==> config.mk <==
export PLATFORM = sky130hd
export DESIGN_NAME = stw_queue
export DESIGN_NICKNAME = d
export VERILOG_FILES = /design/src/design/stw_pkg.sv /design/src/design/stw_queue.sv
export VERILOG_INCLUDE_DIRS = /design/src /design/src/design
export SDC_FILE = /design/constraint.sdc
export NUM_CORES = 1
export LEC_CHECK = 0
export BUFFER_PORTS_ARGS = -buffer_cell sky130_fd_sc_hd__buf_2
export CAP_MARGIN = 20
export CELL_PAD_IN_SITES_DETAIL_PLACEMENT = 0
export CELL_PAD_IN_SITES_GLOBAL_PLACEMENT = 1
export CORE_UTILIZATION = 54
export CTS_CLUSTER_DIAMETER = 120
export DETAILED_ROUTE_END_ITERATION = 7
export PLACE_DENSITY = 0.81
export SLEW_MARGIN = 20
export SYNTH_ARGS = -nofsm -noshare
export SYNTH_HDL_FRONTEND = slang
export SYNTH_SLANG_ARGS = --single-unit
==> constraint.sdc <==
create_clock -name clk -period 6.3 [get_ports clk]
set_input_delay 0 -clock clk [delete_from_list [all_inputs] [get_ports clk]]
set_output_delay 0 -clock clk [all_outputs]
set_load 0.02 [all_outputs]
==> src/design/strided_tensor_walker_macros.svh <==
// Assertion macros shared by the strided tensor walker modules.
`ifndef STRIDED_TENSOR_WALKER_MACROS_SVH
`define STRIDED_TENSOR_WALKER_MACROS_SVH

// Flag any clock edge outside reset at which cond is false.
`define STW_ASSERT_ALWAYS(lbl, clk_s, rst_s, cond, msg) \
    lbl: assert property (@(posedge clk_s) disable iff (!(rst_s)) (cond)) \
        else $error(msg);

// Flag an edge at which ante holds and cons fails at the next edge.
`define STW_ASSERT_NEXT(lbl, clk_s, rst_s, ante, cons, msg) \
    lbl: assert property (@(posedge clk_s) disable iff (!(rst_s)) (ante) |=> (cons)) \
        else $error(msg);

`endif

==> src/design/stw_pkg.sv <==
// Shared types, constants and helper functions of the strided tensor walker.
`timescale 1ns / 1ps

package stw_pkg;

    localparam int MAX_DIMS    = 4;
    localparam int EXTENT_BITS = 12;

    localparam int DIMS_W     = 3;
    localparam int EXTENTS_W  = 48;
    localparam int STRIDES_W  = 63;
    localparam int STRIDE_W   = 32;
    localparam int OFFSET_W   = 32;
    localparam int MODE_W     = 2;
    localparam int WORD_W     = 32;
    localparam int ADDR_W     = 46;
    localparam int COUNT_W    = 48;
    localparam int CFG_DATA_W = 63;
    localparam int CFG_IDX_W  = 3;
    localparam int PROD_W     = EXTENT_BITS + STRIDE_W;

    localparam int QUEUE_DEPTH = 4;
    localparam int Q_PTR_W     = $clog2(QUEUE_DEPTH);
    localparam int Q_CNT_W     = $clog2(QUEUE_DEPTH + 1);

    localparam logic [EXTENTS_W-1:0] EXTENTS_RESET = 48'h0010_0100_1001;

    typedef enum logic [CFG_IDX_W-1:0] {
        REG_DIM_COUNT    = 3'd0,
        REG_EXTENTS      = 3'd1,
        REG_STRIDES_LOW  = 3'd2,
        REG_STRIDES_HIGH = 3'd3,
        REG_BASE_OFFSET  = 3'd4,
        REG_WALK_MODE    = 3'd5,
        REG_FILL_VALUE   = 3'd6
    } cfg_reg_e;

    typedef enum logic [MODE_W-1:0] {
        MODE_GATHER  = 2'd0,
        MODE_SCATTER = 2'd1,
        MODE_FILL    = 2'd2
    } walk_mode_e;

    typedef struct packed {
        logic [DIMS_W-1:0]    dim_count;
        logic [EXTENTS_W-1:0] extents;
        logic [STRIDES_W-1:0] strides_low;
        logic [STRIDES_W-1:0] strides_high;
        logic [OFFSET_W-1:0]  base_offset;
        logic [MODE_W-1:0]    walk_mode;
        logic [WORD_W-1:0]    fill_value;
    } cfg_t;

    // One classified step handed from the counter front to the address back.
    typedef struct packed {
        logic [MAX_DIMS-1:0][EXTENT_BITS-1:0] idx;
        logic [COUNT_W-1:0]                   count;
        logic [WORD_W-1:0]                    data;
        logic                                 last;
    } walk_item_t;

    // Extent of dim d; a zero field or a field beyond the register reads as one.
    function automatic logic [EXTENT_BITS-1:0] extent_of(
        input logic [EXTENTS_W-1:0] ext,
        input int                   d
    );
        logic [EXTENTS_W-1:0]   sh;
        logic [EXTENT_BITS-1:0] e;
        sh = ext >> (d * EXTENT_BITS);
        e  = sh[EXTENT_BITS-1:0];
        if (d * EXTENT_BITS >= EXTENTS_W || e == '0)
        begin
            e = EXTENT_BITS'(1);
        end
        return e;
    endfunction

    // Stride of dim d; dims above the fourth have none.
    function automatic logic [STRIDE_W-1:0] stride_of(
        input logic [STRIDES_W-1:0] lo,
        input logic [STRIDES_W-1:0] hi,
        input int                   d
    );
        logic [STRIDE_W-1:0] s;
        unique case (d)
            0:       s = lo[STRIDE_W-1:0];
            1:       s = {1'b0, lo[STRIDES_W-1:STRIDE_W]};
            2:       s = hi[STRIDE_W-1:0];
            3:       s = {1'b0, hi[STRIDES_W-1:STRIDE_W]};
            default: s = '0;
        endcase
        return s;
    endfunction

endpackage

==> src/design/stw_queue.sv <==
// Short flop-based queue between the walk front and the address back.
`timescale 1ns / 1ps

`include "strided_tensor_walker_macros.svh"

module stw_queue
    import stw_pkg::*;
(
    input  logic       clk,
    input  logic       rst_n,
    input  logic       in_valid,
    output logic       in_ready,
    input  walk_item_t in_item,
    output logic       out_valid,
    input  logic       out_ready,
    output walk_item_t out_item
);

    walk_item_t         store [QUEUE_DEPTH];
    logic [Q_PTR_W-1:0] wr_ptr_reg;
    logic [Q_PTR_W-1:0] wr_ptr_next;
    logic [Q_PTR_W-1:0] rd_ptr_reg;
    logic [Q_PTR_W-1:0] rd_ptr_next;
    logic [Q_CNT_W-1:0] count_reg;
    logic [Q_CNT_W-1:0] count_next;
    logic               push;
    logic               pop;

    assign in_ready  = (count_reg != Q_CNT_W'(QUEUE_DEPTH));
    assign out_valid = (count_reg != '0);
    assign push      = in_valid && in_ready;
    assign pop       = out_valid && out_ready;
    assign out_item  = store[rd_ptr_reg];

    always_comb
    begin
        wr_ptr_next = wr_ptr_reg;
        rd_ptr_next = rd_ptr_reg;
        count_next  = count_reg;
        if (push)
        begin
            wr_ptr_next = (wr_ptr_reg == Q_PTR_W'(QUEUE_DEPTH - 1)) ? '0
                                                                     : wr_ptr_reg + Q_PTR_W'(1);
        end
        if (pop)
        begin
            rd_ptr_next = (rd_ptr_reg == Q_PTR_W'(QUEUE_DEPTH - 1)) ? '0
                                                                     : rd_ptr_reg + Q_PTR_W'(1);
        end
        if (push && !pop)
        begin
            count_next = count_reg + Q_CNT_W'(1);
        end
        else if (pop && !push)
        begin
            count_next = count_reg - Q_CNT_W'(1);
        end
    end

    always_ff @(posedge clk)
    begin
        if (push)
        begin
            store[wr_ptr_reg] <= in_item;
        end
    end

    always_ff @(posedge clk or negedge rst_n)
    begin
        if (!rst_n)
        begin
            wr_ptr_reg <= '0;
            rd_ptr_reg <= '0;
            count_reg  <= '0;
        end
        else
        begin
            wr_ptr_reg <= wr_ptr_next;
            rd_ptr_reg <= rd_ptr_next;
            count_reg  <= count_next;
        end
    end

    `STW_ASSERT_ALWAYS(a_count_bound, clk, rst_n,
        count_reg <= Q_CNT_W'(QUEUE_DEPTH), "queue count above depth")
    `STW_ASSERT_ALWAYS(a_empty_ptrs, clk, rst_n,
        (count_reg != '0) || (wr_ptr_reg == rd_ptr_reg), "empty queue with unequal pointers")
    `STW_ASSERT_NEXT(a_count_track, clk, rst_n, push && !pop,
        count_reg == $past(count_reg) + Q_CNT_W'(1), "queue count missed a push")

endmodule

# After elaboration in Yosys (flattened, before gate mapping)
# Memory sizes are Yosys's and may differ from the RTL's.
# Index checks and enable logic that the tools add are counted.
classes:
  addsub: 4
  eq_ne: 3
  mux: 6
  n_reduce_logical: 8
ops:
  columns: ["cell", "n"]
  rows:
  - ["$mux 3", 2]
  - ["$add 2x1->2 const B", 2]
  - ["$eq 2x2->1 const B", 2]
  - ["$logic_and 1x1->1", 4]
  - ["$mux 2", 2]
  - ["$add 3x1->3 const B", 1]
  - ["$ne 3x3->1 const B", 1]
  - ["$reduce_bool 3->1", 1]
  - ["$sub 3x1->3 const B", 1]
  - ["$logic_not 1->1", 2]
  - ["$mux 1", 2]
  - ["$reduce_bool 2->1", 1]
totals:
  reg_bits: 7
  mem_bits_rw: 516
  in_bits: 133
  out_inout_bits: 131
  word_cells: 25
  n_memories: 1
memory_table:
  columns: ["memory", "words", "word_bits", "rd", "rd_ports_with_merged_regs", "write_ports", "line", "source"]
  rows:
  - ["store", 4, 129, 1, 0, 1, "stw_queue.sv:19", "walk_item_t store [QUEUE_DEPTH];"]

# Depth between registers and ports, before layout
logic_depth:
  ltp_word: 6
  mapped_depth: 8
  mapped_depth_nobuf: 8

# Worst setup path after synthesis
# No wires, ideal clock.
synth_path:
  kind: "reg-to-reg"
  startpoint: "register count_reg[0]"
  endpoint: "memory store[0][0] (netlist name) (enable)"
  setup_time_ns: 0.503
  t_arrival_ns: 3.820
  t_required_ns: 5.797
  path_slack_ns: 1.977
  path_stages_with_launch: 4
  n_path_buf: 0
  synth_period_minus_slack_ns: 4.323
  cell_sequence: "dfrtp_1 nor2_1 a21boi_1 and2_1"
synth_between:
  elab_chain_len: 4
synth_lines:
  columns: ["item", "line", "source"]
  rows:
  - ["start, declared", "stw_queue.sv:24", "logic [Q_CNT_W-1:0] count_reg;"]
  - ["start signal, assigned", "stw_queue.sv:80", "count_reg <= count_next;"]
  - ["$ne 3x3->1", "stw_queue.sv:29", "assign in_ready = (count_reg != Q_CNT_W'(QUEUE_DEPTH));"]
  - ["$logic_and 1x1->1", "stw_queue.sv:31", "assign push = in_valid && in_ready;"]
  - ["net push", "stw_queue.sv:26", "logic push;"]
  - ["$mux 1", "stw_queue.sv:62", "if (push)"]
  - ["$mux 1 (not written as such)", "stw_queue.sv:64", "store[wr_ptr_reg] <= in_item;"]
  - ["end, declared", "stw_queue.sv:19", null]
# The timed path passes the listed nets, and every way through them passes these cells.

# Worst setup path after layout
layout_path:
  startpoint: "register count_reg[0]"
  endpoint: "memory store[3][45] (netlist name) (enable)"
# The elaborated chain is that of the path after synthesis.

==> summary.json <==
{
  "critical_path.startpoint_type": "flip-flop",
  "yosys.cell_types.count": 19,
  "fin_setup_tns_ps": 0,
  "timing.critical_path.cells": "nor2_1, a21boi_1, and2_4, buf_4",
  "worstSetupEndpointType": "flip-flop",
  "holdWs_ps": 37.4,
  "cp_top_family": "simple AND/OR/NAND/NOR gates",
  "wl_microns": 35800,
  "max_clock_freq_ghz": 0.336,
  "hold_class": "primary input to flip-flop",
  "yosys_register_bits": 523,
  "largest_register_ffs": 516,
  "p_clk_share_pct": 25.7,
  "layout_area_growth_over_synthesis_pct": 24.7,
  "number_of_flops_mapped_to_enable_cells_by_yosys": 516,
  "dieWidth_microns": 190,
  "slew_viol_final": 0,
  "area.sequential_sq_mm": 0.0157,
  "synth.area.top_cells": "sky130_fd_sc_hd__edfxtp_1 81%, sky130_fd_sc_hd__mux4_2 15%, sky130_fd_sc_hd__dfrtp_1 0.92%",
  "dr.first_iter.drc_count": 590,
  "ys_async_sr_fraction_pct": 1.34,
  "cts_root_buf": "sky130_fd_sc_hd__clkbuf_16",
  "clkSlewWorstSetupHoldPaths_ps": 60,
  "switching_share_pct": 31.3,
  "cell_type_with_the_largest_total_area_after_synthesis": "sky130_fd_sc_hd__edfxtp_1",
  "first_pass_grt_wire_length_microns": 54800,
  "drt-wirelength-per-cell_microns": 21.9,
  "fill_cells": 2149,
  "hold_violations": 0,
  "layout.nets": 1281,
  "vias_per_inst": 5.50,
  "synthesis.area_per_instance_sq_um": 26.8,
  "power.density_cell_area_mw_per_mm2": 472,
  "seqPwrFrac_pct": 42.7,
  "grtUsageTotal_pct": 20.3,
  "start_util_pct": 55.0,
  "clock_sink_count": 523,
  "timing.max_cap.violations": 0,
  "run_status": "complete, no violations",
  "worst_path_largest_cell_delay_ps": 910,
  "timing_worst_slew_pin_value_ps": 1120,
  "report.final.setup_viol": 0,
  "sequential_to_total_area_share_from_yosys_stat_pct": 82.3,
  "row_count": 68,
  "net-switching-power_mw": 3.51,
  "combPwrFrac_pct": 31.5,
  "synth_top_cells_by_count": "516 x sky130_fd_sc_hd__edfxtp_1, 129 x sky130_fd_sc_hd__mux4_2, 11 x sky130_fd_sc_hd__buf_2, 11 x sky130_fd_sc_hd__buf_6, 7 x sky130_fd_sc_hd__dfrtp_1",
  "timing.slew.headroom_pct": 25.0,
  "largest_clock_skew_in_the_final_design_ps": 15.1,
  "ctsHtreeMaxLevel": 2,
  "detail_route.drc_violations": 0,
  "antenna_violating_nets_post_route": 0,
  "io_pins": 264,
  "synth_flop_cell": "sky130_fd_sc_hd__edfxtp_1",
  "ir_drop_mv": 0.353,
  "grt_overflow_total": 0,
  "synthMostInstantiatedCell": "sky130_fd_sc_hd__edfxtp_1",
  "first_global_vias": 9481,
  "port_buffers": 263,
  "grt_antenna_before_repair": 4,
  "power.internal_mw": 7.70,
  "final_layout_size_suffix_gt1_share_pct": 41.1,
  "postSynthNetCount": 851,
  "place.gp.congestion": 0.758,
  "cts-root-to-sink-buffers": 3,
  "final_cycle_share_pct": 47.3,
  "drt-pass1-iter-count": 4,
  "grt_setup_unrepaired": "no",
  "synth_area_sq_mm": 0.0190,
  "crit_fanout": 64,
  "worst_path_max_delay_cell": "sky130_fd_sc_hd__and2_4",
  "num_vias": 8998,
  "yosysTopAreaCellShare_pct": 81.4,
  "multiInputGateArea_sq_mm": 0.00315,
  "yosysWarningCount": 0,
  "cts_repair_resize_count": 0,
  "p_leak_nw": 8.17,
  "utilization_pct": 68.6,
  "place.detailed.hpwl_microns": 20700,
  "tritoncts": "built",
  "cp.buffers_inverters": 1,
  "critPathArrivalTime_ps": 3160,
  "crit_required_ps": 6480,
  "finalWorstPathRequiredPeriod_ps": 2980,
  "critPathKind": "flip-flop to flip-flop",
  "clk-insertion-delay-late_ps": 560,
  "cts_inserted_buffers": 51,
  "die_area_sq_mm": 0.0360,
  "core_area_sq_mm": 0.0346,
  "grt_max_degree": 110,
  "synthesis.instances": 711,
  "chipHeight_microns": 190
}
-- power groups by stage --
stage	combinational [mW]	clock [mW]	sequential (mW)
after floorplan	2.50	0	4.85
after global placement	3.53	0	4.82
after detailed placement	3.53	0	4.87
after CTS	3.62	2.94	4.80
after global routing	3.77	3.07	4.85
final	3.53	2.89	4.79
-- cells in the final DEF (no fill, tap or decap), types with 6 or more instances in the layout --
cell	count
sky130_fd_sc_hd__buf_2	263
sky130_fd_sc_hd__buf_4	10
sky130_fd_sc_hd__clkbuf_1	6
sky130_fd_sc_hd__clkbuf_16	51
sky130_fd_sc_hd__clkinv_1	14
sky130_fd_sc_hd__clkinv_2	7
sky130_fd_sc_hd__dlygate4sd3_1	132
sky130_fd_sc_hd__edfxtp_1	516
sky130_fd_sc_hd__ha_1	6
sky130_fd_sc_hd__mux4_2	129
-- layout make-up --
cell class,count,area share (%)
clock buffers,57,5.47
flip-flops and latches,523,66.0
well taps,455,2.40
clock inverters,33,1.25
multi-input cells,156,13.3
diodes,4,0.0421
repair buffers,406,11.5
inverters,3,0.0474
-- routing by layer --
metal	GRT usage, %	vias to the layer above	wire (microns)
met5	0	-	13
met4	4.37	2	494
met3	5.00	44	2870
met2	31.2	340	16700
met1	30.1	4662	15700
li1	-	3950	-
-- worst min-delay path: stages --
cell                       delay, ps
sky130_fd_sc_hd__buf_2           100
sky130_fd_sc_hd__a21boi_1        200
sky130_fd_sc_hd__mux2_2          250
-- cell families (layout without fill, tap and decap cells) --
logic type | count (synthesis) | after routing | share of synthesized area (%)
fa+ha+maj | 7 | 7 | 0.499
flops | 523 | 523 | 82.3
buf+inv | 32 | 499 | 1.20
other cells | 0 | 4 | 0
xor+xnor | 3 | 3 | 0.138
simple gates | 11 | 11 | 0.283
mux | 134 | 134 | 15.6
compound gates | 1 | 1 | 0.0394
-- timing repair --
action	CTS	global route
hold buffers	132	0
endpoints found under the hold margin	526	0
buffers inserted	0	0
-- metrics by stage --
step	instance area, sq um	power, mW	cells	worst slack (ps)
6_report	23800	11.2	1637	3320
5_1_grt	23700	11.7	1636	3070
4_1_cts	23700	11.4	1633	3230
3_5_place_dp	20800	8.40	1411	3280
3_3_place_gp	20800	8.35	1411	3260
2_1_floorplan	19000	7.35	711	1980
-- path summary, 6_finish.rpt --
path | startpoint | cells after the start | end | slack [ps]
max | count_reg[0] | 4 | store[3][45] | 3320
min | in_valid | 3 | wr_ptr_reg[1] | 40
max reg2reg | count_reg[0] | 4 | store[3][45] | 3320
min reg2reg | count_reg[2] | 1 | count_reg[2] | 520
max in group asynchronous | rst_n | 3 | rd_ptr_reg[1] | 5610
min in group asynchronous | rst_n | 3 | count_reg[0] | 400
(Power assumes the default switching activity.)
