===== config.mk =====
export PLATFORM = sky130hd
export DESIGN_NAME = stw_back
export DESIGN_NICKNAME = d
export VERILOG_FILES = /design/src/design/strided_tensor_walker_macros.svh /design/src/design/stw_pkg.sv /design/src/design/stw_back.sv
export SDC_FILE = /design/constraint.sdc
export NUM_CORES = 2
export LEC_CHECK = 0
export BUFFER_PORTS_ARGS = -buffer_cell sky130_fd_sc_hd__buf_4
export CELL_PAD_IN_SITES_DETAIL_PLACEMENT = 1
export CELL_PAD_IN_SITES_GLOBAL_PLACEMENT = 1
export CORE_ASPECT_RATIO = 1.5
export CORE_MARGIN = 2
export CORE_UTILIZATION = 38
export DETAILED_ROUTE_END_ITERATION = 7
export PLACE_DENSITY = 0.72
export SLEW_MARGIN = 20
export SYNTH_ARGS = -nofsm -noshare
export SYNTH_HDL_FRONTEND = slang
export SYNTH_SLANG_ARGS = --single-unit

===== constraint.sdc =====
create_clock -name clk -period 24.3 [get_ports clk]
set_clock_uncertainty 0.1 [all_clocks]
set_input_delay 2.43 -clock clk [delete_from_list [all_inputs] [get_ports clk]]
set_output_delay 2.43 -clock clk [all_outputs]
set_load 0.005 [all_outputs]

===== src/design/strided_tensor_walker_macros.svh =====
// Assertion macros shared by the strided tensor walker modules.
`ifndef STRIDED_TENSOR_WALKER_MACROS_SVH
`define STRIDED_TENSOR_WALKER_MACROS_SVH

// Flag any clock edge outside reset at which cond is false.
`define STW_ASSERT_ALWAYS(lbl, clk_s, rst_s, cond, msg) \
    lbl: assert property (@(posedge clk_s) disable iff (!(rst_s)) (cond)) \
        else $error(msg);

// Flag an edge at which ante holds and cons fails at the next edge.
`define STW_ASSERT_NEXT(lbl, clk_s, rst_s, ante, cons, msg) \
    lbl: assert property (@(posedge clk_s) disable iff (!(rst_s)) (ante) |=> (cons)) \
        else $error(msg);

`endif


===== src/design/stw_pkg.sv =====
// Shared types, constants and helper functions of the strided tensor walker.
`timescale 1ns / 1ps

package stw_pkg;

    localparam int MAX_DIMS    = 4;
    localparam int EXTENT_BITS = 12;

    localparam int DIMS_W     = 3;
    localparam int EXTENTS_W  = 48;
    localparam int STRIDES_W  = 63;
    localparam int STRIDE_W   = 32;
    localparam int OFFSET_W   = 32;
    localparam int MODE_W     = 2;
    localparam int WORD_W     = 32;
    localparam int ADDR_W     = 46;
    localparam int COUNT_W    = 48;
    localparam int CFG_DATA_W = 63;
    localparam int CFG_IDX_W  = 3;
    localparam int PROD_W     = EXTENT_BITS + STRIDE_W;

    localparam int QUEUE_DEPTH = 4;
    localparam int Q_PTR_W     = $clog2(QUEUE_DEPTH);
    localparam int Q_CNT_W     = $clog2(QUEUE_DEPTH + 1);

    localparam logic [EXTENTS_W-1:0] EXTENTS_RESET = 48'h0010_0100_1001;

    typedef enum logic [CFG_IDX_W-1:0] {
        REG_DIM_COUNT    = 3'd0,
        REG_EXTENTS      = 3'd1,
        REG_STRIDES_LOW  = 3'd2,
        REG_STRIDES_HIGH = 3'd3,
        REG_BASE_OFFSET  = 3'd4,
        REG_WALK_MODE    = 3'd5,
        REG_FILL_VALUE   = 3'd6
    } cfg_reg_e;

    typedef enum logic [MODE_W-1:0] {
        MODE_GATHER  = 2'd0,
        MODE_SCATTER = 2'd1,
        MODE_FILL    = 2'd2
    } walk_mode_e;

    typedef struct packed {
        logic [DIMS_W-1:0]    dim_count;
        logic [EXTENTS_W-1:0] extents;
        logic [STRIDES_W-1:0] strides_low;
        logic [STRIDES_W-1:0] strides_high;
        logic [OFFSET_W-1:0]  base_offset;
        logic [MODE_W-1:0]    walk_mode;
        logic [WORD_W-1:0]    fill_value;
    } cfg_t;

    // One classified step handed from the counter front to the address back.
    typedef struct packed {
        logic [MAX_DIMS-1:0][EXTENT_BITS-1:0] idx;
        logic [COUNT_W-1:0]                   count;
        logic [WORD_W-1:0]                    data;
        logic                                 last;
    } walk_item_t;

    // Extent of dim d; a zero field or a field beyond the register reads as one.
    function automatic logic [EXTENT_BITS-1:0] extent_of(
        input logic [EXTENTS_W-1:0] ext,
        input int                   d
    );
        logic [EXTENTS_W-1:0]   sh;
        logic [EXTENT_BITS-1:0] e;
        sh = ext >> (d * EXTENT_BITS);
        e  = sh[EXTENT_BITS-1:0];
        if (d * EXTENT_BITS >= EXTENTS_W || e == '0)
        begin
            e = EXTENT_BITS'(1);
        end
        return e;
    endfunction

    // Stride of dim d; dims above the fourth have none.
    function automatic logic [STRIDE_W-1:0] stride_of(
        input logic [STRIDES_W-1:0] lo,
        input logic [STRIDES_W-1:0] hi,
        input int                   d
    );
        logic [STRIDE_W-1:0] s;
        unique case (d)
            0:       s = lo[STRIDE_W-1:0];
            1:       s = {1'b0, lo[STRIDES_W-1:STRIDE_W]};
            2:       s = hi[STRIDE_W-1:0];
            3:       s = {1'b0, hi[STRIDES_W-1:STRIDE_W]};
            default: s = '0;
        endcase
        return s;
    endfunction

endpackage


===== src/design/stw_back.sv =====
// Address back: strided address products, adder stage and output register.
`timescale 1ns / 1ps

module stw_back
    import stw_pkg::*;
(
    input  logic               clk,
    input  logic               rst_n,
    input  cfg_t               cfg,
    input  logic               item_valid,
    output logic               item_ready,
    input  walk_item_t         item,
    output logic               out_valid,
    input  logic               out_ready,
    output logic [ADDR_W-1:0]  strided_addr,
    output logic [COUNT_W-1:0] linear_index,
    output logic [WORD_W-1:0]  data_word,
    output logic               last
);

    localparam int HALF = (MAX_DIMS + 1) / 2;

    logic en;

    // Stage 1: one product per dim.
    logic                             s1_valid_reg;
    logic [MAX_DIMS-1:0][PROD_W-1:0]  s1_prod_reg;
    logic [MAX_DIMS-1:0][PROD_W-1:0]  s1_prod_next;
    logic [COUNT_W-1:0]               s1_count_reg;
    logic [WORD_W-1:0]                s1_data_reg;
    logic                             s1_last_reg;

    // Stage 2: two partial sums.
    logic                             s2_valid_reg;
    logic [ADDR_W-1:0]                s2_a_reg;
    logic [ADDR_W-1:0]                s2_b_reg;
    logic [ADDR_W-1:0]                s2_a_next;
    logic [ADDR_W-1:0]                s2_b_next;
    logic [COUNT_W-1:0]               s2_count_reg;
    logic [WORD_W-1:0]                s2_data_reg;
    logic                             s2_last_reg;

    // Stage 3: output register.
    logic                             out_valid_reg;
    logic [ADDR_W-1:0]                addr_reg;
    logic [ADDR_W-1:0]                addr_next;
    logic [COUNT_W-1:0]               count_reg;
    logic [WORD_W-1:0]                data_reg;
    logic                             last_reg;

    assign en         = !out_valid_reg || out_ready;
    assign item_ready = en;

    always_comb
    begin
        for (int d = 0; d < MAX_DIMS; d++)
        begin
            s1_prod_next[d] = PROD_W'({{STRIDE_W{1'b0}}, item.idx[d]}
                                      * {{EXTENT_BITS{1'b0}},
                                         stride_of(cfg.strides_low, cfg.strides_high, d)});
        end
    end

    always_comb
    begin
        s2_a_next = '0;
        s2_b_next = ADDR_W'(cfg.base_offset);
        for (int d = 0; d < MAX_DIMS; d++)
        begin
            if (d < HALF)
            begin
                s2_a_next = s2_a_next + ADDR_W'(s1_prod_reg[d]);
            end
            else
            begin
                s2_b_next = s2_b_next + ADDR_W'(s1_prod_reg[d]);
            end
        end
        addr_next = s2_a_reg + s2_b_reg;
    end

    always_ff @(posedge clk)
    begin
        if (en)
        begin
            s1_prod_reg  <= s1_prod_next;
            s1_count_reg <= item.count;
            s1_data_reg  <= item.data;
            s1_last_reg  <= item.last;
            s2_a_reg     <= s2_a_next;
            s2_b_reg     <= s2_b_next;
            s2_count_reg <= s1_count_reg;
            s2_data_reg  <= s1_data_reg;
            s2_last_reg  <= s1_last_reg;
            addr_reg     <= addr_next;
            count_reg    <= s2_count_reg;
            data_reg     <= s2_data_reg;
            last_reg     <= s2_last_reg;
        end
    end

    always_ff @(posedge clk or negedge rst_n)
    begin
        if (!rst_n)
        begin
            s1_valid_reg  <= 1'b0;
            s2_valid_reg  <= 1'b0;
            out_valid_reg <= 1'b0;
        end
        else if (en)
        begin
            s1_valid_reg  <= item_valid;
            s2_valid_reg  <= s1_valid_reg;
            out_valid_reg <= s2_valid_reg;
        end
    end

    assign out_valid    = out_valid_reg;
    assign strided_addr = addr_reg;
    assign linear_index = count_reg;
    assign data_word    = data_reg;
    assign last         = last_reg;

endmodule


; ---- Yosys cells after proc, flatten, opt, wreduce, memory -nomap -nowiden
; Cells that the tools add are included.
[classes]
n_div = 0
reduce_logical = 2
shift = 0
n_mux = 0
n_mul = 4
bitwise_logic = 0
addsub = 4
eq_ne = 0
order_cmp = 0
[ops]
columns = op, count
row1 = $mul 12x32->44, 2
row2 = $mul 12x31->43, 2
row3 = $add 45x44->46, 1
row4 = $add 46x46->46, 1
row5 = $add 32x44->45, 1
row6 = $add 44x44->45, 1
row7 = $logic_not 1->1, 1
row8 = $logic_or 1x1->1, 1
[totals]
reg_bits = 560
latchBits = 0
rom_bits = 0
ram_bits = 0
in_bits = 376
mem_count = 0
out_inout_bits = 129

; ---- Logic depth before layout (Yosys ltp)
[logic_depth]
ltp_word = 2
ltp_mapped = 24

; ---- Worst setup path before layout
; Ideal clock, no wire load.
[synth_timing]
path_type = input -> output
from = in out_ready
to = out item_ready
setup_slack_ps = 6070
arrival_time_ps = 15700
path_buffers = 0
path_stages = 1
cell_sequence = nand2b_1
[synth_via]
elab_chain_cells = 1
[synth_rtl]
columns = element, line_no
row1 = "start, declared", stw_back.sv:14  ; input logic out_ready,
row2 = $logic_or 1x1->1, stw_back.sv:51  ; assign en = !out_valid_reg || out_ready;
row3 = "end, declared", stw_back.sv:11  ; output logic item_ready,
; Every way passes these cells.

==> results_dict.tcl <==
set metrics [dict create \
    outcome "finished clean" \
    dieArea_mm2 0.189 \
    leftover_overflow_at_the_end_of_global_routing 0 \
    post-cts-setup-buffers 0 \
    cp.arrival_ps 8690 \
    placementRows 193 \
    finalSetupViolCount 0 \
    io_buffer_count 419 \
    drt-vias-per-instance 5.13 \
    final_util 0.420 \
    critical_path_class "input port to flip-flop" \
    route.met3.wl_um 8400 \
    worst-slew-pin-transition_ps 1020 \
    syn-instance-count 7069 \
    drt_pass1_iterations 6 \
    antenna_found_initial 13 \
    timing.fmax_ghz 0.119 \
    timing.final.max_slew_violations 0 \
    synth.avg_cell_area_um2 9.96 \
    met2_length_um 102000 \
    yosysSeqAreaShare 0.237 \
    timing.reg2reg.worst_path_depth 5 \
    postRouteWirelength_um 195000 \
    io_pins 505 \
    critical-path-slowest-cell "sky130_fd_sc_hd__fa_1" \
    r2r_setup_slack_ps 19740 \
    rsz0062_at_grt "false" \
    placeableCoreArea_mm2 0.184 \
    start_util 0.382 \
    clock_tree.htree_level_count 2 \
    grt_first_pass_wirelength_um 313000 \
    cpPeakStageDelay_ps 590 \
    finalHoldViolCount 0 \
    drt_drc_violations_left 0 \
    cts_tree "yes" \
    highest-signal-layer "met5" \
    cts_buffer_count 57 \
    via_count 49835 \
    final.fill_count 20764 \
    synth_cell_type_count 79 \
    final.min_clock_period_ps 8390 \
    mappedNetlistArea_mm2 0.0704 \
    m1WireLength_um 79500 \
    cap_viol_max_count 0 \
    ys.flop_type "sky130_fd_sc_hd__edfxtp_1" \
    period_share 0.345 \
    area_growth_pct 9.99 \
    postSynthNetCount 9128 \
    synth_seq_cells 556 \
    yosysTopAreaCell "sky130_fd_sc_hd__fa_1" \
    die_width_um 356 \
    finalSetupTns_ps 0 \
    layout.nets 9284 \
    clockBufferDepth 3 \
    beginning_of_the_worst_register_to_register_path "out_valid$_DFFE_PN0P_" \
    antenna_violating_nets_post_route 0 \
    post_synth_arst_share 0.00540 \
    fp.dieH_um 531 \
    gpl.final_weighted_congestion 0.873 \
    hold_start "s2_count_reg[29]$_DFFE_PP_" \
    number_of_global_route_vias_before_repair 57174 \
    clk_transition_reported_paths_ps 60 \
    grt_usage 0.210 \
    yosysTopAreaCellShare 0.345 \
    min_to "linear_index[29]$_DFFE_PP_" \
    yosys-top-cells-area "sky130_fd_sc_hd__fa_1 35%, sky130_fd_sc_hd__edfxtp_1 24%, sky130_fd_sc_hd__ha_1 8.3%, sky130_fd_sc_hd__inv_1 7.4%, sky130_fd_sc_hd__nand2_1 6.4%" \
    postCtsHoldBufs 0 \
    netlist_top_cells_count "1383 x sky130_fd_sc_hd__inv_1, 1215 x sky130_fd_sc_hd__fa_1, 1206 x sky130_fd_sc_hd__nand2_1, 553 x sky130_fd_sc_hd__edfxtp_1, 468 x sky130_fd_sc_hd__ha_1" \
    hp-class "flip-flop to flip-flop" \
    synth.most_common_cell "sky130_fd_sc_hd__inv_1" \
    worst_ep_required_time_ps 24600 \
    crit_chain "buf_4 -> nand2_1 -> fa_1 -> fa_1 -> fa_1 -> inv_1 -> fa_1 -> inv_1 -> fa_1 -> inv_1 -> ha_1 -> o21ai_0 -> a2111oi_0 -> a21oi_1 -> o31a_1 -> o31a_1 -> o21bai_2 -> and3_1 -> a31oi_1 -> xnor2_1" \
    clk-insertion-delay-late_ps 660 \
    cp_max_fo 32 \
    regToRegEndpoint "s1_prod_reg[157]$_DFFE_PP_" \
    synth_edf_count 553 \
    worstHoldPathCells 0 \
    cts_resized 0 \
    endpoint_kind "flip-flop" \
    cp-start-kind "input port" \
    dr.first_iter.drc_count 2564 \
    dp.final_hpwl_um 160000 \
    final_layout_size_suffix_gt1_frac 0.0761 \
    synthesis.yosys.warnings 0 \
    cts-root-buf "sky130_fd_sc_hd__clkbuf_16" \
    largest_net_degree_at_the_start_of_global_routing 175 \
    critical-path-top-cell-by-count "sky130_fd_sc_hd__fa_1" \
    number_of_flip_flops_in_the_largest_register 174 \
    tritoncts_num_sinks 556 \
    slew_headroom 0.317 \
    post_drt_wl_per_cell_um 20.1 \
]
## cells by family (layout without fill, tap and decap cells)
group	after synthesis	in the layout	synth area share
XOR/XNOR	270	270	0.0336
other	0	6	0
buffers and inverters	1711	1912	0.0912
multiplexers	3	3	0.000462
AND/OR/NAND/NOR	2015	2015	0.132
adder cells (fa/ha/maj)	1683	1683	0.428
AO/OA/AOI/OAI	831	831	0.0777
flip-flops	556	556	0.237
## cells in the final DEF, fill, tap and decap left out, types with 10 or more instances in the layout
cell / count
sky130_fd_sc_hd__o211ai_1: 11
sky130_fd_sc_hd__nor2_1: 107
sky130_fd_sc_hd__and2_1: 432
sky130_fd_sc_hd__nand2_1: 1206
sky130_fd_sc_hd__buf_4: 423
sky130_fd_sc_hd__a21boi_0: 10
sky130_fd_sc_hd__nand3_1: 51
sky130_fd_sc_hd__o31ai_1: 10
sky130_fd_sc_hd__edfxtp_1: 553
sky130_fd_sc_hd__inv_1: 1383
sky130_fd_sc_hd__o21bai_1: 38
sky130_fd_sc_hd__a31oi_1: 43
sky130_fd_sc_hd__xnor2_1: 186
sky130_fd_sc_hd__ha_1: 468
sky130_fd_sc_hd__a21o_1: 182
sky130_fd_sc_hd__nor3_1: 18
sky130_fd_sc_hd__a211oi_1: 12
sky130_fd_sc_hd__bufinv_16: 10
sky130_fd_sc_hd__xor2_1: 84
sky130_fd_sc_hd__clkbuf_16: 57
sky130_fd_sc_hd__fa_1: 1215
sky130_fd_sc_hd__nand4_1: 40
sky130_fd_sc_hd__nor2b_1: 45
sky130_fd_sc_hd__a21oi_1: 261
sky130_fd_sc_hd__and3_1: 39
sky130_fd_sc_hd__nand2b_1: 39
sky130_fd_sc_hd__o21a_1: 32
sky130_fd_sc_hd__o21ai_0: 121
## metrics by stage
stage               std cells  hold slack (ps)  cell area (um^2)  setup WS (ps)
detailed placement       9603              305             75500          15270
global placement         9603              300             75500          15320
floorplan                7069              300             70400           6070
global route             9708              319             77500          15560
CTS                      9707              319             77500          15920
finish                   9713              317             77500          15920
## metal layers
| metal | up-vias | track usage |
|---|---|---|
| li1 | 22279 | - |
| met1 | 26230 | 0.258 |
| met2 | 1002 | 0.387 |
| met3 | 318 | 0.0234 |
| met4 | 6 | 0.0565 |
| met5 | - | 0 |
## worst max-delay path by stage
stage                     startpoint                    endpoint  cells past startpoint
after CTS                   item[84]   s1_prod_reg[41]$_DFFE_PP_                     22
after global placement     item[108]  s1_prod_reg[126]$_DFFE_PP_                     21
final                      item[108]  s1_prod_reg[125]$_DFFE_PP_                     20
after global routing        item[84]   s1_prod_reg[41]$_DFFE_PP_                     22
after detailed placement   item[120]  s1_prod_reg[168]$_DFFE_PP_                     22
after floorplan            out_ready                  item_ready                      1
## critical path: cells and delay by family
kind	cells	cell delay, ps
fa+ha+maj	6	2930
xor+xnor	1	420
buf+inv	4	530
simple gates	2	350
compound gates	7	1980
## area by class of cell
class	count	area [um^2]	share of cell area
multi-input combinational	4802	47300	0.611
sequential	556	16700	0.215
inverter	1383	5190	0.0670
timing repair buffer	425	3210	0.0414
tap	2437	3050	0.0394
clock buffer	64	1450	0.0188
clock inverter	40	542	0.00699
antenna	6	15.0	0.000194
Power is left out: the tool's default activity adds up to more than one toggle a clock period on the data nets, which glitch-free logic cannot reach.
