==> src/design/strided_tensor_walker_macros.svh <==
// Assertion macros shared by the strided tensor walker modules.
`ifndef STRIDED_TENSOR_WALKER_MACROS_SVH
`define STRIDED_TENSOR_WALKER_MACROS_SVH

// Flag any clock edge outside reset at which cond is false.
`define STW_ASSERT_ALWAYS(lbl, clk_s, rst_s, cond, msg) \
    lbl: assert property (@(posedge clk_s) disable iff (!(rst_s)) (cond)) \
        else $error(msg);

// Flag an edge at which ante holds and cons fails at the next edge.
`define STW_ASSERT_NEXT(lbl, clk_s, rst_s, ante, cons, msg) \
    lbl: assert property (@(posedge clk_s) disable iff (!(rst_s)) (ante) |=> (cons)) \
        else $error(msg);

`endif

==> src/design/stw_pkg.sv <==
// Shared types, constants and helper functions of the strided tensor walker.
`timescale 1ns / 1ps

package stw_pkg;

    localparam int MAX_DIMS    = 4;
    localparam int EXTENT_BITS = 12;

    localparam int DIMS_W     = 3;
    localparam int EXTENTS_W  = 48;
    localparam int STRIDES_W  = 63;
    localparam int STRIDE_W   = 32;
    localparam int OFFSET_W   = 32;
    localparam int MODE_W     = 2;
    localparam int WORD_W     = 32;
    localparam int ADDR_W     = 46;
    localparam int COUNT_W    = 48;
    localparam int CFG_DATA_W = 63;
    localparam int CFG_IDX_W  = 3;
    localparam int PROD_W     = EXTENT_BITS + STRIDE_W;

    localparam int QUEUE_DEPTH = 4;
    localparam int Q_PTR_W     = $clog2(QUEUE_DEPTH);
    localparam int Q_CNT_W     = $clog2(QUEUE_DEPTH + 1);

    localparam logic [EXTENTS_W-1:0] EXTENTS_RESET = 48'h0010_0100_1001;

    typedef enum logic [CFG_IDX_W-1:0] {
        REG_DIM_COUNT    = 3'd0,
        REG_EXTENTS      = 3'd1,
        REG_STRIDES_LOW  = 3'd2,
        REG_STRIDES_HIGH = 3'd3,
        REG_BASE_OFFSET  = 3'd4,
        REG_WALK_MODE    = 3'd5,
        REG_FILL_VALUE   = 3'd6
    } cfg_reg_e;

    typedef enum logic [MODE_W-1:0] {
        MODE_GATHER  = 2'd0,
        MODE_SCATTER = 2'd1,
        MODE_FILL    = 2'd2
    } walk_mode_e;

    typedef struct packed {
        logic [DIMS_W-1:0]    dim_count;
        logic [EXTENTS_W-1:0] extents;
        logic [STRIDES_W-1:0] strides_low;
        logic [STRIDES_W-1:0] strides_high;
        logic [OFFSET_W-1:0]  base_offset;
        logic [MODE_W-1:0]    walk_mode;
        logic [WORD_W-1:0]    fill_value;
    } cfg_t;

    // One classified step handed from the counter front to the address back.
    typedef struct packed {
        logic [MAX_DIMS-1:0][EXTENT_BITS-1:0] idx;
        logic [COUNT_W-1:0]                   count;
        logic [WORD_W-1:0]                    data;
        logic                                 last;
    } walk_item_t;

    // Extent of dim d; a zero field or a field beyond the register reads as one.
    function automatic logic [EXTENT_BITS-1:0] extent_of(
        input logic [EXTENTS_W-1:0] ext,
        input int                   d
    );
        logic [EXTENTS_W-1:0]   sh;
        logic [EXTENT_BITS-1:0] e;
        sh = ext >> (d * EXTENT_BITS);
        e  = sh[EXTENT_BITS-1:0];
        if (d * EXTENT_BITS >= EXTENTS_W || e == '0)
        begin
            e = EXTENT_BITS'(1);
        end
        return e;
    endfunction

    // Stride of dim d; dims above the fourth have none.
    function automatic logic [STRIDE_W-1:0] stride_of(
        input logic [STRIDES_W-1:0] lo,
        input logic [STRIDES_W-1:0] hi,
        input int                   d
    );
        logic [STRIDE_W-1:0] s;
        unique case (d)
            0:       s = lo[STRIDE_W-1:0];
            1:       s = {1'b0, lo[STRIDES_W-1:STRIDE_W]};
            2:       s = hi[STRIDE_W-1:0];
            3:       s = {1'b0, hi[STRIDES_W-1:STRIDE_W]};
            default: s = '0;
        endcase
        return s;
    endfunction

endpackage

==> src/design/stw_cfg.sv <==
// Configuration register file of the strided tensor walker.
`timescale 1ns / 1ps

module stw_cfg
    import stw_pkg::*;
(
    input  logic                  clk,
    input  logic                  rst_n,
    input  logic                  cfg_we,
    input  logic [CFG_IDX_W-1:0]  cfg_index,
    input  logic [CFG_DATA_W-1:0] cfg_data,
    output cfg_t                  cfg
);

    cfg_t cfg_reg;
    cfg_t cfg_next;

    always_comb
    begin
        cfg_next = cfg_reg;
        if (cfg_we)
        begin
            unique case (cfg_index)
                REG_DIM_COUNT:    cfg_next.dim_count    = cfg_data[DIMS_W-1:0];
                REG_EXTENTS:      cfg_next.extents      = cfg_data[EXTENTS_W-1:0];
                REG_STRIDES_LOW:  cfg_next.strides_low  = cfg_data[STRIDES_W-1:0];
                REG_STRIDES_HIGH: cfg_next.strides_high = cfg_data[STRIDES_W-1:0];
                REG_BASE_OFFSET:  cfg_next.base_offset  = cfg_data[OFFSET_W-1:0];
                REG_WALK_MODE:    cfg_next.walk_mode    = cfg_data[MODE_W-1:0];
                REG_FILL_VALUE:   cfg_next.fill_value   = cfg_data[WORD_W-1:0];
                default:          cfg_next = cfg_reg;
            endcase
        end
    end

    always_ff @(posedge clk or negedge rst_n)
    begin
        if (!rst_n)
        begin
            cfg_reg.dim_count    <= DIMS_W'(1);
            cfg_reg.extents      <= EXTENTS_RESET;
            cfg_reg.strides_low  <= '0;
            cfg_reg.strides_high <= '0;
            cfg_reg.base_offset  <= '0;
            cfg_reg.walk_mode    <= MODE_GATHER;
            cfg_reg.fill_value   <= '0;
        end
        else
        begin
            cfg_reg <= cfg_next;
        end
    end

    assign cfg = cfg_reg;

endmodule

==> config.mk <==
export PLATFORM = sky130hd
export DESIGN_NAME = stw_cfg
export DESIGN_NICKNAME = d
export VERILOG_FILES = /design/src/design/strided_tensor_walker_macros.svh /design/src/design/stw_pkg.sv /design/src/design/stw_cfg.sv
export SDC_FILE = /design/constraint.sdc
export NUM_CORES = 1
export LEC_CHECK = 0
export BUFFER_PORTS_ARGS = -buffer_cell sky130_fd_sc_hd__clkbuf_2
export CAP_MARGIN = 20
export CELL_PAD_IN_SITES_DETAIL_PLACEMENT = 0
export CELL_PAD_IN_SITES_GLOBAL_PLACEMENT = 1
export CORE_UTILIZATION = 45
export CTS_BUF_LIST = sky130_fd_sc_hd__clkbuf_4
export DETAILED_ROUTE_END_ITERATION = 7
export PLACE_DENSITY = 0.95
export SYNTH_ARGS = -nofsm -noshare
export SYNTH_HDL_FRONTEND = slang
export SYNTH_SLANG_ARGS = --single-unit
==> constraint.sdc <==
create_clock -name clk -period 1.3 [get_ports clk]
set_input_delay 0.26 -clock clk [delete_from_list [all_inputs] [get_ports clk]]
set_output_delay 0.26 -clock clk [all_outputs]
set_load 0.05 [all_outputs]
**Yosys cells after proc, flatten, opt, wreduce, memory -nomap -nowiden**

Cells that the tools add are included.

- Register bits after elaboration: 243
- Input bits: 69
- Output and inout bits: 243

- Eq/ne operators: 6
- Reduce and logical (&&, ||, !) cells: 8

Operators with widths:

| kind | number |
|---|---|
| AND reduction 2 bit | 7 |
| equality test 3 bit (second input constant) | 3 |
| equality test 3 x 2 -> 1 bit (second input constant) | 2 |
| equality test 3 x 1 -> 1 bit (second input constant) | 1 |
| logical NOT 3 bit | 1 |

**Depth between registers and ports, before layout**

Gate-level depths: netlist (run 1).

- Depth in word-level cells: 2
- Depth in mapped cells: 4
- Mapped depth without buffers: 2

**Least setup slack after synthesis (run 1)**

No wires, ideal clock.

- Path kind: input to register
- Start: input cfg_index[2]
- End: register cfg_reg (netlist bit cfg[207])
- Arrival time: 1.160 ns
- Required time: 1.175 ns
- Slack: 0.015 ns
- Stages on the path: 4
- Path buffers: 2
- Cells stage by stage: and4bb_1 buf_6 buf_6 mux2_4

- Cells in the longest elaborated chain, start to end: 2

RTL lines:

| element | line | text |
|---|---|---|
| start, declared | stw_cfg.sv:10 | `input logic [CFG_IDX_W-1:0] cfg_index,` |
| equality test 3 x 1 -> 1 bit | stw_cfg.sv:23 | `unique case (cfg_index)` |
| AND reduction 2 bit (no source line) | - |  |
| end signal, assigned | stw_cfg.sv:50 | `cfg_reg <= cfg_next;` |
| end, declared | stw_cfg.sv:15 | `cfg_t cfg_reg;` |

No other way between the ends.
A chain may end at the register's enable or synchronous reset.

**Final worst setup path (run 1)**

- Start: register cfg_reg (netlist bit cfg[204])
- End: output cfg[204] (netlist bit)

RTL lines:

| element | line | text |
|---|---|---|
| end, declared | stw_cfg.sv:12 | `output cfg_t cfg` |

No word-level cell between the ends.

==> results summary, run 1 <==
The flow ran to the end, but the final reports show violations. The checks that failed: setup timing. The cell count after synthesis is 519. The fill cell instance count of the final layout came out at 931.

The design internal power is between 20000 and 25000 µW. Counting cells, the worst reg-to-reg path comes to 3. The total CTS buffers came out at 66. The critical path endpoint category is a primary output.

After synthesis, the most frequently instantiated cells are sky130_fd_sc_hd__dfrtp_1, sky130_fd_sc_hd__mux2_2, sky130_fd_sc_hd__mux2_4. The placed wire-length estimate after detailed placement is 16200 µm. The worst-case hold slack came out at between 0.04 and 0.05 ns. The setup total negative slack came out at -43.55 ns. The worst flop-to-flop path endpoint is cfg[78].

The register cell area after layout came out at slightly above 0.006 mm². The clock power share is 21.2%. Traced cell by cell, the critical path runs through clkbuf_16.

After synthesis, the cell types taking the most area are sky130_fd_sc_hd__dfrtp_1, sky130_fd_sc_hd__mux2_2, sky130_fd_sc_hd__mux2_4. On the critical path, the stage with the largest delay is an instance of sky130_fd_sc_hd__dfstp_2. The floorplan row count came out at between 50 and 60. The category of cells accounting for the largest share of critical-path delay is flip-flops.

The synthesized net count came out at between 500 and 600. The full die area is 0.0215 mm². The wire length reported by the detailed router came out at 35400 µm. The post-route total power came out at 34400 µW. The flip-flop count of the largest register, all copies and words added is 243. The number of buffers on the longest clock path came out at 3. The top-area cell type share of the netlist area came out at 63.1%. The startpoint-to-endpoint class of the critical path is reg -> out. Among all flip-flop cells after synthesis, the most frequent one is sky130_fd_sc_hd__dfrtp_1. The power per cell area is about 2100 mW/mm².

The combinational share of power is 46.6%. The slew at the pin closest to its max-slew limit came out at approximately 0.38 ns. The minimum clock period came out at about 1.6 ns.

The vias after detailed routing is 7448. The cell area after placement came out at between 0.01 and 0.015 mm². For hold timing, the worst endpoint is cfg[129]. The cell leakage power is 0.00801 µW.

The post-route worst setup slack came out at -0.350 ns. The post-route fraction of the period consumed by the critical path came out at 127%. In the routed layout, each cell is associated on average with a via count of roughly 5.2. The overall routing resource usage is 29.7%.

The tightest min-delay check is of the in -> reg type. The horizontal die dimension came out at about 150 µm. The DRC violation total after the first TritonRoute iteration is 246. The hold-critical path depth came out at 2. The net switching power came out at approximately 14000 µW. Leaving out filler cells and counting taps, the final layout contains 1435. The sum of overflow across all layers after global routing came out at 0. The slack of the worst reg-to-reg path came out at 0.18 ns. The initial antenna violation count is 1. The part of the total power dissipated in sequential elements is 32.2%.

The global-route wire length before repair is 47800 µm. The startpoint of the lowest-slack hold path is cfg_data[0]. The cell count after placement came out at 1120.

In the final layout, the multi-input gates occupy 0.00312 mm². The count of yosys warnings during synthesis came out at 0. The worst setup path is launched from a register. Once the floorplan was initialized, standard cells occupied between 40% and 50% of the core.

The cell area after technology mapping came out at 0.00943 mm². The number of routed nets with antenna violations is 0. The length of the first detailed-routing pass in iterations came out at 4. The final net count is between 1000 and 1500. The delay of the slowest cell on the worst path came out at 0.57 ns. The peak fanout along the critical path is 2. The worst voltage drop across the vdd grid came out at 0.00165 V. The cell taking the most area after synthesis is sky130_fd_sc_hd__dfrtp_1.

The final weighted congestion of routability-driven global placement came out at 0.777. For this run, the top clock speed supported by timing is 606 MHz. 312 I/O pins were placed. The critical path data required time is 1.04 ns. The TritonCTS sink count is ~240. The critical path arrival is 1.39 ns.

The area growth from synthesis to layout is 76.7%. The proportion of total power due to net switching came out at 40.5%. The count of final hold-check violations is 0. The placeable core region came out at 0.0204 mm².

The count of unresolved DRC violations after routing came out at 0. Setup violations remaining at the end of the flow were counted as ~240. The clock reaches the later pin of the worst-skew pair after between 0.6 and 0.7 ns. The number of H-tree levels is 3. The max-slew violation count is 0.

The sequential fraction of the synthesis area is 64.5%. The share of cells above drive strength 1 came out at 73.0%. Setup repair after global routing could not meet its margin everywhere. The headroom to the max-slew limit is 74.5%. CTS placed an instance of sky130_fd_sc_hd__clkbuf_4 at the clock tree root. Among all cell types in the netlist, the one instantiated most often is sky130_fd_sc_hd__dfrtp_1. The post-synthesis async set-or-reset flop share came out at between 90% and 100%. The synthesized netlist contains 12 unique library cells. The finished cells cover ~0.017 mm².

In this run the mean area of a mapped cell was 18.2 µm². The clock arrives with 0 ns of skew. The worst register-to-register path begins at cfg[78]. TritonCTS built the clock tree.

After detailed routing, the average wire length per cell comes to 24.6 µm. The vertical die dimension is 147 µm. The number of register bits inferred by synthesis came out at 243. Clock-pin slew was measured on the worst setup and hold paths at 0.08 ns.

The count of max-cap constraint violations is 0. The number of buffers inserted by port buffering is 311. The number of buffers and inverters on the critical path is 1.

The via count of the first global-routing pass is 8082. The largest net degree at the start of global routing is 50. Yosys mapped a number of flops with a built-in enable equal to 0.
## cell families (layout without fill, tap and decap cells)
family,after synthesis,count (layout),synth area share (%)
simple gates,7,7,0.836
other cells,0,1,0
buf+inv,26,671,2.43
flops,243,243,64.5
mux,243,243,32.2
## stage by stage
step | worst slack (ns) | util (%)
global route | -0.406 | 81.8
CTS | -0.375 | 77.7
global placement | -0.174 | 57.3
detailed placement | -0.214 | 57.3
floorplan | 0.0150 | -
finish | -0.350 | 81.8
## power groups by stage
stage,Clock (µW),Combinational (µW),Sequential (µW)
floorplan,0,1900,16100
global placement,0,10400,10300
detailed placement,0,10500,10300
CTS,7070,14100,10400
global route,7820,16400,11200
finish,7300,16000,11100
## what timing repair did
item | 4_1_cts | 5_1_grt
pin swaps | 0 | 0
resized for setup | 491 | 238
endpoints found under the setup margin | 243 | 243
hold buffers | 63 | 0
setup buffers | 68 | 72
hold endpoints to repair | 476 | 0
## cell usage in the layout (no fill, tap or decap), drive strengths merged
| cell type | netlist | final |
|---|---|---|
| dfrtp | 238 | 238 |
| buf | 26 | 425 |
| clkinv | 0 | 10 |
| diode | 0 | 1 |
| clkbuf | 0 | 168 |
| inv | 0 | 2 |
| clkinvlp | 0 | 1 |
| nand4b | 3 | 3 |
| dfstp | 5 | 5 |
| bufinv | 0 | 2 |
| mux2 | 243 | 243 |
| and4bb | 3 | 3 |
| dlygate4sd3 | 0 | 63 |
| nor4b | 1 | 1 |
## routing by layer
| layer | vias up | global-route usage (%) | share of wire (%) |
|---|---|---|---|
| met2 | 416 | 52.8 | 53 |
| met1 | 3813 | 31.2 | 34 |
| met4 | 0 | 17.8 | 6.3 |
| li1 | 3068 | - | - |
| met3 | 151 | 8.42 | 6.6 |
| met5 | - | 0 | 0 |
## how the worst max path moves through the flow
stage               cells after the start        to          from
finish                                  1  cfg[204]      cfg[204]
global route                            1  cfg[216]      cfg[216]
CTS                                     1  cfg[216]      cfg[216]
detailed placement                      5  cfg[143]  cfg_index[2]
global placement                        5  cfg[184]  cfg_index[2]
floorplan                               4  cfg[207]  cfg_index[2]
## area by class of cell
type	count	area share, %
timing repair buffer	560	37.7
clock inverter	15	0.691
sequential	243	36.5
tap	270	2.03
clock buffer	96	4.33
multi-input combinational	250	18.7
antenna	1	0.0150
(Power assumes the default switching activity.)
==> run 2, diff against run 1 <==
ABC_AREA = 1   (was default)
CORE_UTILIZATION = 41   (was 45)
==> run 2 against run 1 <==
Net effect:
- the flow finishes with violations (DRC, setup timing)
- core utilization fell by 7.0 points
- highest routed layer unchanged
- via count increased by 47%
- area after synthesis shrank 0.40%
- clock power shrank 6.2%
- largest cell class unchanged
==> results summary, run 2 <==
The number of H-tree levels is 2. Input and output buffers added on the ports amount to 311. The overall routing resource usage is 31.6%. The headroom to the max-slew limit is 65.8%. The fmax is ~600 MHz.

From bottom edge to top edge, the die measures 153 µm. The setup total negative slack came out at -54.37 ns. The area of all placed cells without fillers is about 0.017 mm². The register with the most flip-flops in the layout has 243 of them. The worst voltage drop across the vdd grid is roughly 0.0010 V. The average instance in the mapped netlist occupies 8.87 µm².

The routed length per placed instance is 21.6 µm. The top-area cell type share of the netlist area is between 60% and 70%. The critical path goes through clkbuf_16. The critical path arrival came out at 1.41 ns.

The count of final hold-check violations came to 0. The cell leakage power is between 0.009 and 0.01 µW. The category of cells accounting for the largest share of critical-path delay is flip-flops. The number of buffers on the longest clock path is 3. In the routed layout, each cell is associated on average with a via count of 5.51. The slack of the worst reg-to-reg path is approximately 0.25 ns. The sequential fraction of the synthesis area came out at 64.8%.

Among all cell types in the netlist, the one instantiated most often is sky130_fd_sc_hd__nand2_1. The library cell used most frequently in the layout, excluding fill and tap cells, is sky130_fd_sc_hd__nand2_1. The count of max-cap constraint violations is 0. The largest net degree at the start of global routing is just under 50. The total CTS buffers came out at just over 60. The minimum clock period is 1.67 ns. The cell area after technology mapping came out at about 0.0094 mm².

The sum of overflow across all layers after global routing is 0. The area added between synthesis and finish is 79.8%. The count of yosys warnings during synthesis is 0. The placeable core region is 0.0226 mm². The floorplan row count came out at 55. The synthesized net count is 1128. In this run, synthesis produced a sequential element count of 243. In the routed design, unresolved DRC markers number 10. The post-route fraction of the period consumed by the critical path came out at 128%. The clock input transition at the sequential cells of the worst setup and hold paths is 0.07 ns. The top-level port count is 312. The pre-antenna-repair detailed-routing pass consisted of 8 iterations. The first global-routing pass estimated 57500 µm of wire. The cell area after placement came out at 0.0118 mm².

The largest individual stage delay along the critical path comes from the cell sky130_fd_sc_hd__dfstp_2. The DRC violation total after the first TritonRoute iteration is 1242. STA classifies the critical path startpoint as a register. The critical path endpoint category is a primary output.

The die is 153 µm wide. Across all hold checks on the routed design, the worst slack comes to 0.0689 ns. The vias after detailed routing is 10939. The initial antenna violation count came out at 1. The wire length reported by the detailed router came out at 42800 µm. The post-route netlist has 38.0% of its cells at a drive strength greater than 1. On the worst path, the slowest cell contributes a delay of about 0.56 ns. In the synthesized netlist the dominant register cell turns out to be sky130_fd_sc_hd__dfrtp_1. sky130_fd_sc_hd__dfrtp_1 takes more of the synthesized area than any other cell. The kind of path behind the tightest hold check is in -> reg.

The full die area came out at approximately 0.024 mm². The final weighted congestion of routability-driven global placement is 0.814. The final reports fail on DRC, setup timing. The library cells used most frequently in the layout, excluding fill and tap cells, are sky130_fd_sc_hd__nand2_1, sky130_fd_sc_hd__buf_8, sky130_fd_sc_hd__dfrtp_1.

The via count of the first global-routing pass was ~10000. The TritonCTS clock tree is built. The post-synthesis async set-or-reset flop share is 100%. The flow ran to the end, but the final reports show violations. The slew at the pin closest to its max-slew limit is ~0.5 ns. The source-to-sink clock delay at the later pin of the worst-skew pair is 0.66 ns. The power per cell area is 1850 mW/mm².

On the final layout, the worst clock skew is 0 ns. The final-report setup violation count came out at 243. The TritonCTS sink count is between 200 and 250. The peak fanout along the critical path is 2.

The buffer and inverter count on the worst path came out at 1. The max-slew violation count is 0. In this run the remaining antenna-violating nets after routing total 0. The startpoint-to-endpoint class of the critical path is reg -> out. The final net count is 1720.

After synthesis, the cell types taking the most area are sky130_fd_sc_hd__dfrtp_1, sky130_fd_sc_hd__nand2_1, sky130_fd_sc_hd__nand3_1. The placed wire-length estimate after detailed placement is around 20000 µm. The final standard cell utilization of the core came out at 74.8%. Sorting the synthesized cells by how often they occur yields sky130_fd_sc_hd__nand2_1, sky130_fd_sc_hd__dfrtp_1, sky130_fd_sc_hd__nand3_1. The clock tree root driver cell is sky130_fd_sc_hd__clkbuf_4. The cell count after synthesis is 1059. Setup repair after global routing could not meet its margin everywhere. For this configuration, the core starts out at a cell density of 41.6%. The number of enable flip-flop cells after synthesis came out at 0. The number of different library cells in the post-synthesis netlist came out at 13.

The critical path data required time is 1.04 ns. Across all setup checks in the final design, the least slack found is -0.367 ns.
-- run 2: changes by cell type in the layout (fill, tap and decap cells not counted), moves of 6 or more --
| cell | change |
|---|---|
| sky130_fd_sc_hd__buf_12 | +7 |
| sky130_fd_sc_hd__buf_4 | +22 |
| sky130_fd_sc_hd__mux2_2 | -161 |
| sky130_fd_sc_hd__mux2_4 | -80 |
| sky130_fd_sc_hd__nand2_1 | +592 |
| sky130_fd_sc_hd__nand3_1 | +146 |
| sky130_fd_sc_hd__nor2_4 | +6 |
-- run 2: cell families after synthesis --
family / synth area share (%)
buf+inv: 3.21
simple gates: 32.0
flops: 64.8
-- run 2: area by class of cell --
| cell class | instances | area [µm²] |
|---|---|---|
| repair buffers | 591 | 6590 |
| flip-flops and latches | 243 | 6090 |
| fillers | 1332 | 5680 |
| multi-input cells | 748 | 3040 |
| clock buffers | 99 | 743 |
| well taps | 285 | 357 |
| clock inverters | 11 | 43.8 |
| inverters | 6 | 22.5 |
| diodes | 1 | 2.50 |
-- run 2: metal layers --
metal	part of all wire, %	routed length, µm	track usage, %
met1	36	15200	37.0
met2	49	20900	53.8
met3	10	4360	8.28
met4	5.6	2380	15.8
met5	0	0	0
-- run 2: metrics by stage --
stage,setup slack [ns],std cells,total power [µW]
6_report,-0.367,1984,31300
5_1_grt,-0.422,1984,32100
4_1_cts,-0.424,1895,28600
3_5_place_dp,0.00633,1649,18900
3_3_place_gp,0.0324,1649,18700
2_1_floorplan,0.227,1059,16200
-- run 2: repair_timing --
action,4_1_cts,5_1_grt
buffers inserted,71,88
hold buffers,65,0
resized for setup,490,241
endpoints found under the setup margin,243,243
endpoints found under the hold margin,485,0
-- run 2: path summary, 6_finish.rpt --
kind / startpoint / cells past startpoint / to
setup / recovery: cfg[216] / 1 / cfg[216]
hold / removal: cfg_index[0] / 5 / cfg[32]
setup reg to reg: cfg[108] / 4 / cfg[108]
hold reg to reg: cfg[192] / 2 / cfg[192]
max in group asynchronous: rst_n / 3 / cfg[240]
min in group asynchronous: rst_n / 2 / cfg[166]
-- run 2: power breakdown --
part / leakage [µW] / internal, µW / total (µW) / switching [µW]
clock network: 0.000480 / 3420 / 6850 / 3430
registers: 0.00304 / 9000 / 10600 / 1560
logic: 0.00562 / 5820 / 13800 / 8010
